## config.mk

```make
export PLATFORM = sky130hd
export DESIGN_NAME = substring_removal_stream
export DESIGN_NICKNAME = d
export VERILOG_FILES = /design/src/subrm_pkg.sv /design/src/substring_removal_stream.sv
export SDC_FILE = /design/constraint.sdc
export NUM_CORES = 1
export LEC_CHECK = 0
export BUFFER_PORTS_ARGS = -buffer_cell sky130_fd_sc_hd__clkbuf_2
export CORE_MARGIN = 2
export CORE_UTILIZATION = 45
export CTS_BUF_LIST = sky130_fd_sc_hd__clkbuf_16
export DETAILED_ROUTE_END_ITERATION = 8
export PLACE_DENSITY_LB_ADDON = 0.12
export REMOVE_ABC_BUFFERS = 1
export SYNTH_ARGS = -nofsm -noshare
export SYNTH_HDL_FRONTEND = slang
export SYNTH_SLANG_ARGS = --single-unit
```

## constraint.sdc

```tcl
create_clock -name clk -period 12.8 [get_ports clk]
set_input_delay 1.92 -clock clk [delete_from_list [all_inputs] [get_ports clk]]
set_output_delay 1.92 -clock clk [all_outputs]
set_load 0.05 [all_outputs]
```

## src/subrm_pkg.sv

```systemverilog
// Shared constants and types for the substring removal stream block.
package subrm_pkg;

  localparam int MAX_PATTERN_DEF = 16;
  localparam int CFG_ADDR_W      = 2;
  localparam int CFG_DATA_W      = 64;
  localparam int PLEN_W          = 5;

  typedef enum logic [CFG_ADDR_W-1:0] {
    CFG_PATTERN_LEN  = 2'd0,
    CFG_PATTERN_LOW  = 2'd1,
    CFG_PATTERN_HIGH = 2'd2
  } cfg_idx_t;

  typedef enum logic [1:0] {
    ST_IDLE = 2'b01,
    ST_RUN  = 2'b10
  } state_t;

endpackage

```

## src/substring_removal_stream.sv

```systemverilog
// Streaming byte filter that drops every occurrence of a configured pattern.
//
// The block takes one text byte per input beat and removes every
// non-overlapping occurrence of the configured pattern (up to MAX_PATTERN
// bytes), leftmost first; bytes brought together by a removal are not
// searched again. Bytes that may still begin an occurrence stay in a pending
// shift buffer. One decision step per clock, held while it waits on
// out_tready, runs on a single shared prefix comparator: emit the oldest
// held byte, drop a whole occurrence, or stop. An input beat is worked
// through one such step after another, and in_tready is low while a byte
// is in work, so no new byte is taken before the last one is through. On the
// last byte of a string (in_tlast) all held bytes are flushed and the final
// output beat carries out_tlast; if nothing is left, one beat with
// out_tuser low and out_tdata zero marks the end. A pattern length of zero
// passes text through; lengths above MAX_PATTERN act as MAX_PATTERN. Write
// the pattern registers only while the block is idle.
module substring_removal_stream
  import subrm_pkg::*;
#(
  parameter int MAX_PATTERN = MAX_PATTERN_DEF
) (
  input  logic                  clk,
  input  logic                  rst_n,
  // configuration write port
  input  logic                  cfg_we,
  input  logic [CFG_ADDR_W-1:0] cfg_addr,
  input  logic [CFG_DATA_W-1:0] cfg_wdata,
  // input stream
  input  logic                  in_tvalid,
  output logic                  in_tready,
  input  logic [7:0]            in_tdata,   // [7:0] in_char
  input  logic                  in_tlast,   // end_of_string
  // output stream
  output logic                  out_tvalid,
  input  logic                  out_tready,
  output logic [7:0]            out_tdata,  // [7:0] out_char
  output logic                  out_tuser,  // [0] has_char
  output logic                  out_tlast   // string_done
);

  localparam int CNT_W = $clog2(MAX_PATTERN + 1);
  localparam int IDX_W = $clog2(MAX_PATTERN);
  localparam int BUF_W = MAX_PATTERN * 8;
  localparam logic [PLEN_W-1:0] LEN_MAX = PLEN_W'(MAX_PATTERN);

  // configuration registers
  logic [PLEN_W-1:0]     pattern_len_r;
  logic [CFG_DATA_W-1:0] pattern_low_r;
  logic [CFG_DATA_W-1:0] pattern_high_r;

  // control state
  state_t             state_r, state_nxt;
  logic [CNT_W-1:0]   count_r, count_nxt;
  logic               last_r, last_nxt;
  logic               hold_valid_r, hold_valid_nxt;
  logic               out_valid_r, out_valid_nxt;

  // payload
  logic [BUF_W-1:0]   buf_r, buf_nxt;
  logic [7:0]         hold_char_r, hold_char_nxt;
  logic [7:0]         out_char_r, out_char_nxt;
  logic               out_has_r, out_has_nxt;
  logic               out_done_r, out_done_nxt;

  logic [2*CFG_DATA_W-1:0] pat_vec;
  logic [CNT_W-1:0]        len_eff;
  logic [CNT_W-1:0]        cmp_n;
  logic                    prefix_ok;
  logic                    out_free;
  logic                    act_emit, act_drop, act_end;
  logic                    emit_go, end_go;
  logic [CNT_W-1:0]        sh;
  logic [CNT_W+2:0]        sh_bits;

  assign pat_vec  = {pattern_high_r, pattern_low_r};
  assign len_eff  = (pattern_len_r > LEN_MAX) ? CNT_W'(MAX_PATTERN)
                                              : pattern_len_r[CNT_W-1:0];
  assign out_free = !out_valid_r || out_tready;

  // Shared comparator: are the first cmp_n held bytes a pattern prefix?
  assign cmp_n = (count_r >= len_eff) ? len_eff : count_r;

  always_comb begin
    prefix_ok = 1'b1;
    for (int i = 0; i < MAX_PATTERN; i++) begin
      if ((CNT_W'(i) < cmp_n) && (buf_r[i*8 +: 8] != pat_vec[i*8 +: 8])) begin
        prefix_ok = 1'b0;
      end
    end
  end

  // Decide one step of the removal loop. On the last byte of a string a
  // held prefix is flushed instead of waiting for more text.
  always_comb begin
    act_emit = 1'b0;
    act_drop = 1'b0;
    act_end  = 1'b0;
    if (count_r == '0) begin
      act_end = 1'b1;
    end else if (len_eff == '0) begin
      act_emit = 1'b1;
    end else if (count_r >= len_eff) begin
      act_drop = prefix_ok;
      act_emit = !prefix_ok;
    end else if (prefix_ok) begin
      act_emit = last_r;
      act_end  = !last_r;
    end else begin
      act_emit = 1'b1;
    end
  end

  // Within the last byte's work the newest emitted byte waits in the hold
  // register, since only the end of the flush tells whether it closes the
  // string. Otherwise bytes go straight to the output register.
  assign emit_go = (state_r == ST_RUN) && act_emit &&
                   (last_r ? (!hold_valid_r || out_free) : out_free);
  assign end_go  = (state_r == ST_RUN) && act_end && (!last_r || out_free);

  assign sh      = emit_go ? CNT_W'(1) : (((state_r == ST_RUN) && act_drop) ? len_eff : '0);
  assign sh_bits = {sh, 3'b000};

  always_comb begin
    state_nxt      = state_r;
    count_nxt      = count_r;
    last_nxt       = last_r;
    hold_valid_nxt = hold_valid_r;
    hold_char_nxt  = hold_char_r;
    buf_nxt        = buf_r;
    out_valid_nxt  = out_valid_r && !out_tready;
    out_char_nxt   = out_char_r;
    out_has_nxt    = out_has_r;
    out_done_nxt   = out_done_r;

    case (state_r)
      ST_IDLE: begin
        if (in_tvalid) begin
          // append the new byte behind the held ones
          buf_nxt[8*count_r[IDX_W-1:0] +: 8] = in_tdata;
          count_nxt = count_r + CNT_W'(1);
          last_nxt  = in_tlast;
          state_nxt = ST_RUN;
        end
      end
      ST_RUN: begin
        if (emit_go) begin
          if (!last_r) begin
            out_valid_nxt = 1'b1;
            out_char_nxt  = buf_r[7:0];
            out_has_nxt   = 1'b1;
            out_done_nxt  = 1'b0;
          end else begin
            if (hold_valid_r) begin
              out_valid_nxt = 1'b1;
              out_char_nxt  = hold_char_r;
              out_has_nxt   = 1'b1;
              out_done_nxt  = 1'b0;
            end
            hold_char_nxt  = buf_r[7:0];
            hold_valid_nxt = 1'b1;
          end
        end
        // advance the buffer past the emitted byte or dropped occurrence
        buf_nxt   = buf_r >> sh_bits;
        count_nxt = count_r - sh;
        if (end_go) begin
          if (last_r) begin
            out_valid_nxt  = 1'b1;
            out_char_nxt   = hold_valid_r ? hold_char_r : 8'h00;
            out_has_nxt    = hold_valid_r;
            out_done_nxt   = 1'b1;
            hold_valid_nxt = 1'b0;
          end
          state_nxt = ST_IDLE;
        end
      end
      default: begin
        state_nxt = ST_IDLE;
      end
    endcase
  end

  always_ff @(posedge clk) begin
    if (!rst_n) begin
      state_r        <= ST_IDLE;
      count_r        <= '0;
      last_r         <= 1'b0;
      hold_valid_r   <= 1'b0;
      out_valid_r    <= 1'b0;
      pattern_len_r  <= '0;
      pattern_low_r  <= '0;
      pattern_high_r <= '0;
    end else begin
      state_r      <= state_nxt;
      count_r      <= count_nxt;
      last_r       <= last_nxt;
      hold_valid_r <= hold_valid_nxt;
      out_valid_r  <= out_valid_nxt;
      if (cfg_we) begin
        case (cfg_idx_t'(cfg_addr))
          CFG_PATTERN_LEN:  pattern_len_r  <= cfg_wdata[PLEN_W-1:0];
          CFG_PATTERN_LOW:  pattern_low_r  <= cfg_wdata;
          CFG_PATTERN_HIGH: pattern_high_r <= cfg_wdata;
          default: begin
          end
        endcase
      end
    end
  end

  always_ff @(posedge clk) begin
    buf_r       <= buf_nxt;
    hold_char_r <= hold_char_nxt;
    out_char_r  <= out_char_nxt;
    out_has_r   <= out_has_nxt;
    out_done_r  <= out_done_nxt;
  end

  assign in_tready  = (state_r == ST_IDLE);
  assign out_tvalid = out_valid_r;
  assign out_tdata  = out_char_r;
  assign out_tuser  = out_has_r;
  assign out_tlast  = out_done_r;

endmodule

```

# Word-level counts from Yosys, hierarchy flattened
# Cells that the tools add are included.
[op_classes]
n_addsub = 3
multipliers = 0
div_mod_pow = 0
magnitude_cmp = 18
n_eq_ne = 22
n_shift = 3
mux = 66
n_bitwise = 0
n_reduce_logical = 41
[op_table]
columns = ["operator", "count"]
rows = [
  ["$pmux W128 S2", 1],
  ["$bwmux W128", 1],
  ["$mux W128", 1],
  ["$ne A8 B8 Y1", 16],
  ["$shift A8 B34 Y128 const A", 1],
  ["$shiftx A8 B34 Y128", 1],
  ["$shr A128 B8 Y128", 1],
  ["$mux W1", 48],
  ["$mux W8", 6],
  ["$lt A4 B5 Y1 const A", 8],
  ["$neg A7 Y34", 1],
  ["$mux W5", 5],
  ["$logic_and A1 B1 Y1", 22],
  ["$lt A3 B5 Y1 const A", 4],
  ["$reduce_and A2 Y1", 6],
  ["$logic_not A5 Y1", 2],
  ["$lt A1 B5 Y1 const A", 2],
  ["$lt A2 B5 Y1 const A", 2],
  ["$pmux W5 S2", 1],
  ["$add A5 B1 Y5 const B", 1],
  ["$ge A5 B5 Y1", 1],
  ["$gt A5 B5 Y1 const B", 1],
  ["$logic_not A1 Y1", 5],
  ["$sub A5 B5 Y5", 1],
  ["9 further kinds", 15],
]
[word_totals]
register_bits = 289
latch_bits = 0
mem_bits_rw = 0
romBits = 0
inputBits = 80
output_inout_bits = 12
word_cells = 166
memories = 0

# Logic depth before layout (Yosys ltp)
[depth]
depth_word = 32
mapped_depth = 26
depth_no_buf = 21

# Worst setup path before layout
# No wires, ideal clock.
[synth_timing]
path_type = "register to register"
from = "register pattern_len_r[2]"
to = "register count_r[4]"
setup_ps = 115
arrival_ps = 5140
required_time_ps = 12685
slack_ps = 7545
stages_incl_launch_ff = 26
n_path_buf = 4
synth_period_minus_slack_ps = 5255
path_cell_list = "dfxtp_1 clkbuf_2 nor2b_1 clkinv_1 ha_1 a21oi_2 o21ai_4 a21oi_2 mux2i_1 or4b_1 and3b_1 buf_4 nand4_1 and2_1 clkbuf_1 clkbuf_1 nand2_1 ha_1 fa_1 inv_1 a21o_1 a21oi_1 a21oi_1 mux2i_1 xnor2_1 and2_1"
[synth_via]
elab_chain_cells = 31
elab_cells_between_ends = 68
cone_classes = "add/sub: 1; order compare: 18; mux: 28; reduce/logical: 21"
[synth_rtl]
columns = ["element", "line", "source"]
rows = [
  ["start, declared", "substring_removal_stream.sv:47", "logic [PLEN_W-1:0] pattern_len_r;"],
  ["start signal, assigned", "substring_removal_stream.sv:201", "CFG_PATTERN_LEN: pattern_len_r <= cfg_wdata[PLEN_W-1:0];"],
  ["$gt A5 B5 Y1", "substring_removal_stream.sv:76", "assign len_eff = (pattern_len_r > LEN_MAX) ? CNT_W'(MAX_PATTERN)"],
  ["$mux W5 (*)", "substring_removal_stream.sv:76", ""],
  ["$ge A5 B5 Y1", "substring_removal_stream.sv:81, substring_removal_stream.sv:102", ""],
  ["$mux W5", "substring_removal_stream.sv:81", "assign cmp_n = (count_r >= len_eff) ? len_eff : count_r;"],
  ["$lt A1 B5 Y1", "substring_removal_stream.sv:86", "if ((CNT_W'(i) < cmp_n) && (buf_r[i*8 +: 8] != pat_vec[i*8 +: 8])) begin"],
  ["$logic_and A1 B1 Y1", "substring_removal_stream.sv:86", ""],
  ["$mux W1 (16 in a row)", "substring_removal_stream.sv:86", ""],
  ["$mux W1 / $logic_not A1 Y1 (equally long branches)", "substring_removal_stream.sv:105, substring_removal_stream.sv:104", ""],
  ["$mux W1", "substring_removal_stream.sv:102", "end else if (count_r >= len_eff) begin"],
  ["$mux W1", "substring_removal_stream.sv:100", "end else if (len_eff == '0) begin"],
  ["$mux W1", "substring_removal_stream.sv:98", "if (count_r == '0) begin"],
  ["$logic_and A1 B1 Y1 (2 in a row)", "substring_removal_stream.sv:116", "assign emit_go = (state_r == ST_RUN) && act_emit &&"],
  ["$mux W5 (*)", "substring_removal_stream.sv:120", "assign sh = emit_go ? CNT_W'(1) : (((state_r == ST_RUN) && act_drop) ? len_eff : '0);"],
  ["$sub A5 B5 Y5 (*)", "substring_removal_stream.sv:165", "count_nxt = count_r - sh;"],
  ["$pmux W5 S2 (*)", "substring_removal_stream.sv:135", "case (state_r)"],
  ["end signal, assigned", "substring_removal_stream.sv:195", "count_r <= count_nxt;"],
  ["end, declared", "substring_removal_stream.sv:53", "logic [CNT_W-1:0] count_r, count_nxt;"],
]
# Mark *: on every way between the ends. The rest lies on a longest branch, timed or not.
# A chain may end at the register's enable or synchronous reset.

# Worst setup path in the final report
[layout_timing]
from = "register pattern_len_r[2]"
to = "register buf_r[71], data pin"
[layout_via]
elab_chain_cells = 31
elab_cells_between_ends = 68
cone_classes = "order compare: 18; shift: 1; mux: 28; reduce/logical: 21"
[layout_rtl]
columns = ["element", "line", "source"]
rows = [
  ["$gt A5 B5 Y1", "substring_removal_stream.sv:76", ""],
  ["$mux W5 (*)", "substring_removal_stream.sv:76", ""],
  ["$ge A5 B5 Y1", "substring_removal_stream.sv:81, substring_removal_stream.sv:102", ""],
  ["$mux W5", "substring_removal_stream.sv:81", ""],
  ["$lt A1 B5 Y1", "substring_removal_stream.sv:86", ""],
  ["$logic_and A1 B1 Y1", "substring_removal_stream.sv:86", ""],
  ["$mux W1 (16 in a row)", "substring_removal_stream.sv:86", ""],
  ["$mux W1 / $logic_not A1 Y1 (equally long branches)", "substring_removal_stream.sv:105, substring_removal_stream.sv:104", ""],
  ["$mux W1", "substring_removal_stream.sv:102", ""],
  ["$mux W1", "substring_removal_stream.sv:100", ""],
  ["$mux W1", "substring_removal_stream.sv:98", ""],
  ["$logic_and A1 B1 Y1 (2 in a row)", "substring_removal_stream.sv:116", ""],
  ["$mux W5 (*)", "substring_removal_stream.sv:120", ""],
  ["$shr A128 B8 Y128 (*)", "substring_removal_stream.sv:164", "buf_nxt = buf_r >> sh_bits;"],
  ["$pmux W128 S2 (*)", "substring_removal_stream.sv:135", ""],
  ["named net buf_nxt[71]", "substring_removal_stream.sv:59", "logic [BUF_W-1:0] buf_r, buf_nxt;"],
  ["end signal, assigned", "substring_removal_stream.sv:212", "buf_r <= buf_nxt;"],
  ["end, declared", "substring_removal_stream.sv:59", ""],
]
# Mark *: on every way through the listed nets, which the timed path passes. The rest lies on a longest branch.

==> results_dict.tcl <==
set metrics [dict create \
    first_iter_violations 3038 \
    min_from "pattern_high_r[49]$_SDFFE_PN0P_" \
    whs_path_depth 2 \
    finalHoldViolCount 0 \
    clock_tree.htree_level_count 2 \
    drt_wl_total_um 88100 \
    via_per_inst 6.83 \
    rsz0062_at_grt "false" \
    die-area_sq_mm 0.0432 \
    ios 92 \
    whs_ps 476 \
    maxCapViolCount 0 \
    diodes 0 \
    cp.required_ps 13080 \
    die_h_um 208 \
    yosysWarnings 0 \
    grt.met3_usage_pct 15.5 \
    fmax_ghz 0.132 \
    cts_resized 0 \
    cts-buffers-inserted 37 \
    reg2reg_from "pattern_len_r[2]$_SDFFE_PN0P_" \
    synthArstFlopShare_pct 0 \
    final-max-slew-violation-count 0 \
    tns_ps 0 \
    p_leak_nw 7.34 \
    seq_area_frac_synth_pct 38.7 \
    area_growth_pct 10.9 \
    ys.flop_type "edfxtp_1" \
    worstPathMaxFanout 63 \
    layout_setup_ws_ps 5250 \
    grt.busiest_layer "met2" \
    fin_crit_ps 7550 \
    place_congestion 1.06 \
    max-slew-margin-rel_pct 17.1 \
    drive_gt1_share_pct 11.5 \
    status "complete, no violations" \
    grt.total_usage_pct 39.7 \
    clockRootBuffer "clkbuf_16" \
    pre_cts_ws_ps 5520 \
    rrSetupSlack_ps 5250 \
    worst_pin_slew_ps 1240 \
    hpwl_um 64800 \
    path_clk_slew_ps 60 \
    via_count 18518 \
    dr.pass1.iters 8 \
    ant_nets 0 \
    ir_drop_mv 0.0933 \
    rows 74 \
    cts.path.max_buffers 3 \
    wire_per_inst_um 32.5 \
    final_common_cell "nand2_1" \
    power_density_mw_per_mm2 112 \
    grt_max_degree 74 \
    num-nets-final 2244 \
    met2_usage_pct 54.8 \
    numPortBuffers 91 \
    hold-path-endpoint "pattern_high_r[49]$_SDFFE_PN0P_" \
    ys_ff_latch 289 \
    synth_edf_count 146 \
    arrival_ps 7840 \
    finalSetupViolCount 0 \
    synth_cells 2120 \
    avgSynthCellArea_sq_um 8.83 \
    r2r-end "buf_r[71]$_DFFE_PP_" \
    final_cell_mix "461 x nand2_1, 146 x edfxtp_1, 143 x dfxtp_1" \
    grt_overflow_total 0 \
    finalPower_mw 2.33 \
    clock_skew_ps 32.5 \
    yosys.cell_types.count 86 \
    r2r.worst_path.cells 16 \
    cts_hold_buf 0 \
    post_cts_buffers 0 \
    grt_use_met1_pct 54.1 \
    grt_pass1_vias 17197 \
    end_kind "register" \
    period_share_pct 59.0 \
    startpoint_type "register" \
    clk_latency_ps 570 \
    initial_core_util_pct 45.7 \
    hold_class "register to register" \
    coreArea_sq_mm 0.0409 \
    die_w_um 208 \
    synth_area_sq_mm 0.0187 \
    clock-sinks 289 \
    antenna_found_initial 2 \
    tritoncts "yes" \
    drc_errors 0 \
    crit_type "register to register" \
    grt_pass1_wl_um 125000 \
]
-- metrics by stage --
step | cells | instance area, sq um | util [%]
global route | 2712 | 20700 | 50.7
CTS | 2712 | 20700 | 50.7
floorplan | 1972 | 18000 | -
detailed placement | 2645 | 19600 | 47.8
finish | 2712 | 20700 | 50.7
global placement | 2645 | 19600 | 47.8
-- metal layers --
metal | up-vias | routed length [um]
met5 | - | 34
met1 | 8859 | 36100
met2 | 1418 | 34900
li1 | 7938 | -
met4 | 6 | 4920
met3 | 297 | 12100
-- cells by family (layout without fill, tap and decap cells) --
kind of cell               Yosys count  in the layout  synth area share (%)
DFF                                289            289                  38.7
buffers and inverters              174            234                  4.39
muxes                              148            148                  8.42
and+or+nand+nor                    783            783                  18.6
xor gates and xnor gates           131            131                  6.13
adders and majority gates           12             12                 0.843
AOI/OAI and AO/OA                  583            583                  22.9
-- state kept, by name, summed over array words and instances, names as in the netlist, 2 cells and up --
signal	cells
buf_r	128
count_r	5
hold_char_r	8
out_tdata	8
pattern_high_r	64
pattern_len_r	5
pattern_low_r	64
state_r	2
-- worst max-delay path by stage --
stage	start	end	slack, ps
after global routing	pattern_len_r[2]$_SDFFE_PN0P_	buf_r[71]$_DFFE_PP_	4910
after global placement	pattern_len_r[2]$_SDFFE_PN0P_	buf_r[23]$_DFFE_PP_	5690
after floorplan	pattern_len_r[2]$_SDFFE_PN0P_	buf_r[30]$_DFFE_PP_	5830
after CTS	pattern_len_r[2]$_SDFFE_PN0P_	buf_r[71]$_DFFE_PP_	5480
after detailed placement	pattern_len_r[2]$_SDFFE_PN0P_	buf_r[71]$_DFFE_PP_	5520
final	pattern_len_r[2]$_SDFFE_PN0P_	buf_r[71]$_DFFE_PP_	5250
-- critical path, cell delays in order, from the launching register on --
cell	delay (ps)
dfxtp_1	460
nor2b_1	850
clkinv_1	630
ha_1	500
a21oi_2	310
o21ai_4	150
a21oi_2	290
mux2i_1	320
or4b_1	510
and3b_1	320
a31o_1	370
nand2_8	420
buf_4	890
mux2i_1	700
mux2i_1	190
mux2i_1	210
o21ai_0	110
-- area by class of cell --
type                    instances  area, sq um
flip-flops and latches        289         7250
multi-input cells            1657        10700
clock inverters                26          143
inverters                      26         97.6
repair buffers                141          833
well taps                     532          666
fillers                      3941        20200
clock buffers                  41         1030
-- cell usage after synthesis, types with 19 or more instances --
cell      instances  area, sq um
a22oi_1          29          218
buf_2            19         95.1
xor2_1           64          561
inv_1            24         90.1
xnor2_1          67          587
o21ai_0          62          310
a21boi_0        134         1010
dfxtp_1         143         2860
mux2i_1         126         1260
edfxtp_1        146         4380
nor4_1           35          219
a21oi_1          56          280
nor2_1           92          345
o221ai_1         38          333
nor3_1           33          165
a211oi_1         20          150
nand2_1         462         1730
o22ai_1          65          407
nand4_1          29          181
a221oi_1         27          236
nand3_1          59          295
clkbuf_1         96          360
-- power by group --
group	leakage, nW	switching [mW]	internal [mW]
Combinational	4.18	0.189	0.0907
Clock	0.638	0.428	0.593
Sequential	2.52	0.0357	0.995
Total	7.34	0.653	1.68
Power figures use the tool's default switching activity.
